**src/rtl/bdar_pkg.sv**
```systemverilog
// bdar_pkg: shared types and constants for the button debounce / auto-repeat block
// used by bdar_lane, bdar_merge and button_debounce_autorepeat; no dependencies
package bdar_pkg;

	localparam int FIELD_W = 4;   // width of raw_levels, clear_mask and both result fields
	localparam int DELAY_W = 10;  // width of the delay registers and hold countdowns
	localparam int CFG_IDX_W = 2;

	localparam logic [DELAY_W-1:0] RESET_FIRST_DELAY  = 10'd300;
	localparam logic [DELAY_W-1:0] RESET_REPEAT_DELAY = 10'd100;

	localparam logic [CFG_IDX_W-1:0] REG_FIRST_DELAY  = 2'd0;
	localparam logic [CFG_IDX_W-1:0] REG_REPEAT_DELAY = 2'd1;

	// per-button result handed from a lane to the merge stage
	typedef struct packed {
		logic pending;
		logic press_event;
	} lane_res_t;

	// delay settings shared by all lanes
	typedef struct packed {
		logic [DELAY_W-1:0] first_delay;
		logic [DELAY_W-1:0] repeat_delay;
	} delay_cfg_t;

endpackage

```
**src/rtl/bdar_lane.sv**
```systemverilog
// bdar_lane: one button's three-sample debounce, press flag and hold countdown
// depends on bdar_pkg
module bdar_lane (
	input  logic                  clk,
	input  logic                  arst_n,
	input  logic                  accept,
	input  logic                  level,
	input  logic                  clear,
	input  bdar_pkg::delay_cfg_t  cfg,
	output bdar_pkg::lane_res_t   res
);

	logic                          s_mid_q, s_new_q;
	logic                          acc_q, held_long_q, flag_q;
	logic [bdar_pkg::DELAY_W-1:0]  cnt_q;

	logic                          stable;
	logic                          acc_d, held_long_d, flag_d, event_d;
	logic [bdar_pkg::DELAY_W-1:0]  cnt_d;

	// window after this tick's sample shifts in: s_mid_q, s_new_q, level
	assign stable = (s_mid_q == s_new_q) && (s_new_q == level);

	always_comb begin
		acc_d       = acc_q;
		cnt_d       = cnt_q;
		held_long_d = held_long_q;
		flag_d      = flag_q;
		event_d     = 1'b0;
		if (stable) begin
			if (level != acc_q) begin
				acc_d = level;
				if (!level) begin
					cnt_d   = held_long_q ? cfg.repeat_delay : cfg.first_delay;
					flag_d  = 1'b1;
					event_d = 1'b1;
				end else begin
					held_long_d = 1'b0;
				end
			end else if (!acc_q) begin
				// held and stable: count down, force a release at zero to re-arm
				cnt_d = cnt_q - bdar_pkg::DELAY_W'(1);
				if (cnt_d == '0) begin
					acc_d       = 1'b1;
					held_long_d = 1'b1;
				end
			end
		end
	end

	assign res.pending     = flag_d;
	assign res.press_event = event_d;

	always_ff @(posedge clk or negedge arst_n) begin
		if (!arst_n) begin
			s_mid_q     <= 1'b1;
			s_new_q     <= 1'b1;
			acc_q       <= 1'b1;
			cnt_q       <= bdar_pkg::RESET_FIRST_DELAY;
			held_long_q <= 1'b0;
			flag_q      <= 1'b0;
		end else if (accept) begin
			s_mid_q     <= s_new_q;
			s_new_q     <= level;
			acc_q       <= acc_d;
			cnt_q       <= cnt_d;
			held_long_q <= held_long_d;
			// flag is reported before the clear takes effect
			flag_q      <= flag_d & ~clear;
		end
	end

endmodule

```
**src/rtl/bdar_merge.sv**
```systemverilog
// bdar_merge: gathers the lane results into the output register
// depends on bdar_pkg
module bdar_merge #(
	parameter int LANES = 4
) (
	input  logic                          clk,
	input  logic                          arst_n,
	input  logic                          load,
	input  bdar_pkg::lane_res_t           res [LANES],
	input  logic                          out_stall,
	output logic                          out_valid,
	output logic [bdar_pkg::FIELD_W-1:0]  pending_flags,
	output logic [bdar_pkg::FIELD_W-1:0]  press_events
);

	logic                          valid_q;
	logic [bdar_pkg::FIELD_W-1:0]  pend_q, evt_q;
	logic [bdar_pkg::FIELD_W-1:0]  pend_d, evt_d;

	always_comb begin
		pend_d = '0;
		evt_d  = '0;
		for (int i = 0; i < LANES; i++) begin
			pend_d[i] = res[i].pending;
			evt_d[i]  = res[i].press_event;
		end
	end

	always_ff @(posedge clk or negedge arst_n) begin
		if (!arst_n) begin
			valid_q <= 1'b0;
		end else if (load) begin
			valid_q <= 1'b1;
		end else if (!out_stall) begin
			valid_q <= 1'b0;
		end
	end

	always_ff @(posedge clk) begin
		if (load) begin
			pend_q <= pend_d;
			evt_q  <= evt_d;
		end
	end

	assign out_valid     = valid_q;
	assign pending_flags = pend_q;
	assign press_events  = evt_q;

endmodule

```
**src/rtl/button_debounce_autorepeat.sv**
```systemverilog
// button_debounce_autorepeat: debounce, press latching and auto-repeat for a row of buttons
// depends on bdar_pkg, bdar_lane, bdar_merge
//
//  channel  handshake            payload
//  in       in_valid / in_stall  raw_levels, clear_mask
//  out      out_valid/ out_stall pending_flags, press_events
//  cfg      cfg_valid/ cfg_ready cfg_index, cfg_data
//
// one tick per cycle while the input is not stalled: every lane updates at the input
// transaction and the output register loads the result at that same transaction
// the only stall source is a full output register held by out_stall
// reset puts all samples at released, countdowns at 300, flags and delays at defaults
// cfg_ready is always high; writes to indexes other than 0 and 1 are dropped
module button_debounce_autorepeat #(
	parameter int NUM_BUTTONS = 4
) (
	input  logic                            clk,
	input  logic                            arst_n,
	input  logic                            in_valid,
	output logic                            in_stall,
	input  logic [bdar_pkg::FIELD_W-1:0]    raw_levels,
	input  logic [bdar_pkg::FIELD_W-1:0]    clear_mask,
	output logic                            out_valid,
	input  logic                            out_stall,
	output logic [bdar_pkg::FIELD_W-1:0]    pending_flags,
	output logic [bdar_pkg::FIELD_W-1:0]    press_events,
	input  logic                            cfg_valid,
	output logic                            cfg_ready,
	input  logic [bdar_pkg::CFG_IDX_W-1:0]  cfg_index,
	input  logic [bdar_pkg::DELAY_W-1:0]    cfg_data
);

	// buttons beyond the field width never see input and never reach an output
	localparam int LANES = (NUM_BUTTONS < bdar_pkg::FIELD_W) ? NUM_BUTTONS : bdar_pkg::FIELD_W;

	logic                  accept;
	bdar_pkg::delay_cfg_t  cfg_q;
	bdar_pkg::lane_res_t   res [LANES];

	assign in_stall  = out_valid && out_stall;
	assign accept    = in_valid && !in_stall;
	assign cfg_ready = 1'b1;

	always_ff @(posedge clk or negedge arst_n) begin
		if (!arst_n) begin
			cfg_q.first_delay  <= bdar_pkg::RESET_FIRST_DELAY;
			cfg_q.repeat_delay <= bdar_pkg::RESET_REPEAT_DELAY;
		end else if (cfg_valid && cfg_ready) begin
			case (cfg_index)
				bdar_pkg::REG_FIRST_DELAY:  cfg_q.first_delay  <= cfg_data;
				bdar_pkg::REG_REPEAT_DELAY: cfg_q.repeat_delay <= cfg_data;
				default: ;
			endcase
		end
	end

	for (genvar i = 0; i < LANES; i++) begin : g_lane
		bdar_lane u_lane (
			.clk    (clk),
			.arst_n (arst_n),
			.accept (accept),
			.level  (raw_levels[i]),
			.clear  (clear_mask[i]),
			.cfg    (cfg_q),
			.res    (res[i])
		);
	end

	bdar_merge #(
		.LANES (LANES)
	) u_merge (
		.clk           (clk),
		.arst_n        (arst_n),
		.load          (accept),
		.res           (res),
		.out_stall     (out_stall),
		.out_valid     (out_valid),
		.pending_flags (pending_flags),
		.press_events  (press_events)
	);

	// a press event always latches its flag in the same tick
	a_event_flagged: assert property (@(posedge clk) disable iff (!arst_n)
		out_valid |-> ((press_events & ~pending_flags) == '0))
		else $error("press event without pending flag");

	// every input transaction produces a result next cycle
	a_accept_result: assert property (@(posedge clk) disable iff (!arst_n)
		accept |=> out_valid)
		else $error("input transaction lost its result");

	// an empty output register never back-pressures the input
	a_no_false_stall: assert property (@(posedge clk) disable iff (!arst_n)
		!out_valid |-> !in_stall)
		else $error("input stalled with empty output register");

endmodule
```
**config.mk**
```make
export PLATFORM = sky130hd
export DESIGN_NAME = button_debounce_autorepeat
export DESIGN_NICKNAME = d
export VERILOG_FILES = /design/src/rtl/bdar_pkg.sv /design/src/rtl/bdar_lane.sv /design/src/rtl/bdar_merge.sv /design/src/rtl/button_debounce_autorepeat.sv
export SDC_FILE = /design/constraint.sdc
export NUM_CORES = 1
export LEC_CHECK = 0
export ABC_CLOCK_PERIOD_IN_PS = 3500
export BUFFER_PORTS_ARGS = -buffer_cell sky130_fd_sc_hd__buf_4
export CAP_MARGIN = 15
export CORE_MARGIN = 10
export CORE_UTILIZATION = 47
export DETAILED_ROUTE_END_ITERATION = 8
export GPL_ROUTABILITY_DRIVEN = 0
export PLACE_DENSITY_LB_ADDON = 0.2
export SETUP_SLACK_MARGIN = 0.05
export SLEW_MARGIN = 25
export SYNTH_ARGS = -nofsm -noshare
export SYNTH_HDL_FRONTEND = slang
export SYNTH_SLANG_ARGS = --single-unit
```
**constraint.sdc**
```tcl
create_clock -name clk -period 3.5 [get_ports clk]
set_input_delay 0.35 -clock clk [delete_from_list [all_inputs] [get_ports clk]]
set_output_delay 0.35 -clock clk [all_outputs]
set_load 0.005 [all_outputs]
```
After elaboration in Yosys (flattened, before gate mapping)
Cells that the tools add are included.
{ "word_totals": {"inputBits": 25, "reg_bits": 89, "out_inout_bits": 11, "word_cells": 166} }
{ "op_classes": {"n_reduce_logical": 34, "muxes": 62, "add_sub_neg": 4, "bitwise": 8, "n_eq_ne": 26} }
{ "op_table": {"columns": ["op", "count"], "rows": [
  ["two-way mux 10 bit", 16],
  ["two-way mux 1 bit", 46],
  ["logical NOT 10 bit", 4],
  ["subtractor 10 x 1 -> 10 bit (second input constant)", 4],
  ["inequality test 2 bit (second input constant)", 12],
  ["AND reduction 2 bit", 10],
  ["AND reduction 5 bit", 4],
  ["AND reduction 4 bit", 4],
  ["== test 1 bit", 8],
  ["nonzero test 2 bit", 4],
  ["logical AND 1 bit", 6],
  ["bitwise AND 1 bit", 4],
  ["inequality test 1 bit", 4],
  ["NOT 1 bit", 4],
  ["== test 2 x 1 -> 1 bit (second input constant)", 1],
  ["logical NOT 2 bit", 1],
  ["inequality test 2 x 1 -> 1 bit (second input constant)", 1],
  ["logical NOT 1 bit", 1]
]} }

Logic depth before layout (Yosys ltp)
{ "depth": {"word_depth": 5, "depth_mapped": 10, "mapped_depth_nobuf": 8} }

Cells and area by module
From an unflattened synthesis, not the netlist that was laid out.
{ "unflattened": {"hier_cells": 570, "hier_area_um2": 5734.2} }
{ "by_module_without_submodules": {"columns": ["module", "cells_per_inst", "area_each_um2", "n_inst"], "rows": [
  ["bdar_lane (g_lane[0].u_lane ...)", 128, 1159.9, 3],
  ["bdar_lane (g_lane[3].u_lane)", 128, 1143.6, 1],
  ["button_debounce_autorepeat", 48, 838.3, 1],
  ["bdar_merge", 10, 272.8, 1]
]} }

Worst setup path after synthesis
No wires, ideal clock.
{ "synth_timing": {"kind": "register to register", "startpoint": "reg g_lane[0].u_lane.cnt_q[0] (netlist name)", "endpoint": "reg g_lane[0].u_lane.held_long_q", "period_less_slack_ns": 2.406, "t_required_ns": 3.374, "setup_slack_ns": 1.094, "n_path_buf": 0, "arrival_time_ns": 2.280, "stages_incl_launch_ff": 9, "path_cell_list": "dfrtp_1 -> inv_1 -> ha_1 -> or3b_2 -> xnor2_1 -> a2111oi_1 -> nand2_1 -> o21ba_1 -> o32a_1"} }
{ "synth_via": {"elab_chain_cells": 4} }
{ "synth_lines": {"columns": ["item", "line_no", "text"], "rows": [
  ["start, declared", "bdar_lane.sv:15", "logic [bdar_pkg::DELAY_W-1:0] cnt_q;"],
  ["start signal, assigned", "bdar_lane.sv:59", "cnt_q <= bdar_pkg::RESET_FIRST_DELAY;"],
  ["start signal, assigned", "bdar_lane.sv:66", "cnt_q <= cnt_d;"],
  ["subtractor 10 x 1 -> 10 bit", "bdar_lane.sv:42", "cnt_d = cnt_q - bdar_pkg::DELAY_W'(1);"],
  ["logical NOT 10 bit", "bdar_lane.sv:43", "if (cnt_d == '0) begin"],
  ["nonzero test 2 bit (no line)", null, null],
  ["AND reduction 5 bit (no line)", null, null],
  ["end signal, assigned", "bdar_lane.sv:67", "held_long_q <= held_long_d;"],
  ["end, declared", "bdar_lane.sv:14", "logic acc_q, held_long_q, flag_q;"]
]} }
Every way passes these cells.
A chain may end at the register's enable or synchronous reset.

Worst setup path in the final report
Ends and elaborated chain as after synthesis.

==> impl_results.md <==
- Syn_nets: 602
- Setup-failing EPs final: 0
- CP Class: reg -> reg
- Slowest stage cell, crit path: or3b_2
- Initial detailed-routing violation count: 391
- CTS tree: built
- Main flop type after synthesis: dfrtp_1
- Fin crit period: 2.650 ns
- CP Buf/Inv Count: 1
- #FFs+latches synth: 89
- Comb power frac: 0.349
- Worst-Skew Late Latency: 0.35 ns
- Vias in the first global route: 4111
- Initial antenna violation count: 0
- Worst Hold Class: in -> async
- Distinct cells, synth: 62
- Post-synth EDFFs: 8
- Largest net degree at the start of global routing: 82
- Fmax: 0.3773 GHz
- Unrepaired setup endpoints after global routing: no
- Reg clk slew, reported paths: 0.07 ns
- Post-DRT Antenna Nets: 0
- CP arrival: 2.88 ns
- Yosys top cell area share: 0.2150
- Normalized max-slew margin: 0.4809
- Leak pwr: 2.406 nW
- GRT overflow: 0
- Synth warn: 0
- Avg Inst Size Synth: 9.546 µm²
- Sw frac: 0.3799
- Internal: 2.868 mW
- Critical path's top delay family: compound AO/OA/AOI/OAI gates
- H-tree depth: 3
- Mapped Area: 5355 µm²
- TritonCTS Buffers: 9
- Final #Nets: 627
- Critical Path End Type: flop
- DRC: 0
- CTS root buf: clkbuf_16
- Run status: completed
- Crit path max fanout: 8
- Final Hold Fails: 0
- Final wirelength: 12.85 mm
- # IOs: 36
- Dominant cell type by area after synthesis: dfrtp_1
- Peak supply drop: 0.0005168 V
- Clock share of power: 0.236
- Clk sinks: 89
- Synth async-reset ratio: 0.9101
- Worst setup SP type: flop
- CTS resizes: 0
- GRT Util Overall: 0.1551
- Num rows: 38
- Worst Max-Slew Pin Slew: 0.7787 ns
- First-pass GRT wire length: 20.72 mm
- Most instantiated cells after synthesis: 49 x a21oi_1, 48 x nand2_1, 46 x dfrtp_1, 46 x mux2_2, 41 x o21ai_0
- Clk buf depth: 2
- Power Density: 759.8 nW/µm²
- Layout cells sized above 1: 0.2741
- Starting Density: 0.4876
- CP Cell Sequence: inv_1 > ha_1 > or3b_2 > xnor2_1 > a2111oi_1 > nand2_1 > o21ba_1 > o32a_1
- Hold buffers post-CTS: 0
- ANT cells: 0
- Post-CTS Setup Bufs: 0
- Dpl hpwl: 9.016 mm
- Max-Cap Viols: 0
- Synth Instances: 561
- Sw power: 1.757 mW
- Top-count cell post-synth: a21oi_1
- DRT Pass-1 Iters: 6
- Seq/Total Area, Yosys: 0.4315
- Core ar.: 10980 µm²
- Final WS setup: 0.8497 ns
- Width of the die: 126.7 µm
- Ranking of synthesized cells by area: dfrtp_1 21%, dfstp_2 17%, mux2_2 9.7%
- Die Y: 126.7 µm
- Detailed-route via count: 4333
- Routed len/inst: 17.58 µm
- Drt via density: 5.927
- Die area: 16060 µm²
- Area growth from synthesis to layout: 13.67%
- Worst EP required: 3.73 ns
- Crit path largest cell delay: 0.52 ns
- Placement Setup Slack: 0.8732 ns
- Post-Route Setup TNS: 0 ns
- Share of power burned in registers: 0.415
- Final period util: 0.7572
- IO buf count: 34
- Layout Skew: 0.009488 ns
- Fin. max-slew vios: 0
## kinds of logic after synthesis
| kind of cell | after synthesis | synth area share |
|---|---|---|
| flops | 89 | 0.4315 |
| fa+ha+maj | 16 | 0.03738 |
| mux | 57 | 0.1173 |
| other cells | 1 | 0.0007003 |
| simple gates | 177 | 0.1757 |
| compound gates | 166 | 0.1935 |
| xor+xnor | 5 | 0.008179 |
| buf+inv | 50 | 0.03575 |
## worst paths after layout
check                      slack (ns)                      start                            to  cells after the start
min reg2reg                      0.51     g_lane[1].u_lane.acc_q        g_lane[1].u_lane.acc_q                      2
min                              0.02                     arst_n                      cfg_q[4]                      1
max                              0.85  g_lane[0].u_lane.cnt_q[0]  g_lane[0].u_lane.held_long_q                      8
max in group asynchronous        2.94                     arst_n     g_lane[0].u_lane.cnt_q[0]                      1
max reg2reg                      0.85  g_lane[0].u_lane.cnt_q[0]  g_lane[0].u_lane.held_long_q                      8
min in group clk                 0.18              clear_mask[0]       g_lane[0].u_lane.flag_q                      2
## cell usage in the layout (no fill, tap or decap), types with 11 or more instances in the layout
master	Yosys	final
a21oi_1	49	49
nand2_1	48	48
mux2_2	46	46
dfrtp_1	46	46
buf_4	1	42
o21ai_0	41	41
dfstp_2	35	35
nor2_1	27	27
inv_1	21	21
nor3_1	22	21
o22ai_1	16	16
ha_1	16	16
nor2b_1	12	12
nand3_1	11	11
mux2i_1	11	11
## cell type report
| type | count | area [µm²] |
|---|---|---|
| Fill cell | 984 | 4896 |
| Multi-Input combinational cell | 422 | 2858 |
| Sequential cell | 89 | 2311 |
| Timing Repair Buffer | 43 | 326.6 |
| Clock buffer | 10 | 250.2 |
| Tap cell | 140 | 175.2 |
| Clock inverter | 6 | 87.58 |
| Inverter | 21 | 78.83 |
## flip-flops by register name (all words and copies together), names as in the netlist
name / cells
cfg_q: 20
g_lane.u_lane.acc_q: 4
g_lane.u_lane.cnt_q: 40
g_lane.u_lane.flag_q: 4
g_lane.u_lane.held_long_q: 4
g_lane.u_lane.s_mid_q: 4
g_lane.u_lane.s_new_q: 4
u_merge.out_valid: 1
u_merge.pending_flags: 4
u_merge.press_events: 4
## per-stage QoR
stage | cells | total power [mW] | util | hold WS [ns] | cell area, µm²
6_report | 731 | 4.625 | 0.5542 | 0.02399 | 6087
5_1_grt | 731 | 4.959 | 0.5542 | 0.08414 | 6087
4_1_cts | 731 | 4.634 | 0.5539 | 0.1665 | 6083
3_5_place_dp | 715 | 3.524 | 0.5231 | 0.4990 | 5746
3_3_place_gp | 715 | 3.464 | 0.5231 | 0.4901 | 5746
2_1_floorplan | 561 | 3.071 | - | 0.05441 | 5355
## power groups by stage
stage / Combinational [mW] / Sequential [mW] / Clock (mW)
after floorplan: 1.30 / 1.77 / 0
after global placement: 1.55 / 1.91 / 0
after detailed placement: 1.60 / 1.93 / 0
after CTS: 1.61 / 1.91 / 1.11
after global routing: 1.82 / 1.98 / 1.16
final: 1.61 / 1.92 / 1.09
## layer usage
layer / track usage / wire length, µm
met5: 0 / 0
met4: 0.04622 / 257
met3: 0.03957 / 566
met2: 0.2512 / 6098
met1: 0.1989 / 5926
(Power assumes the default switching activity.)
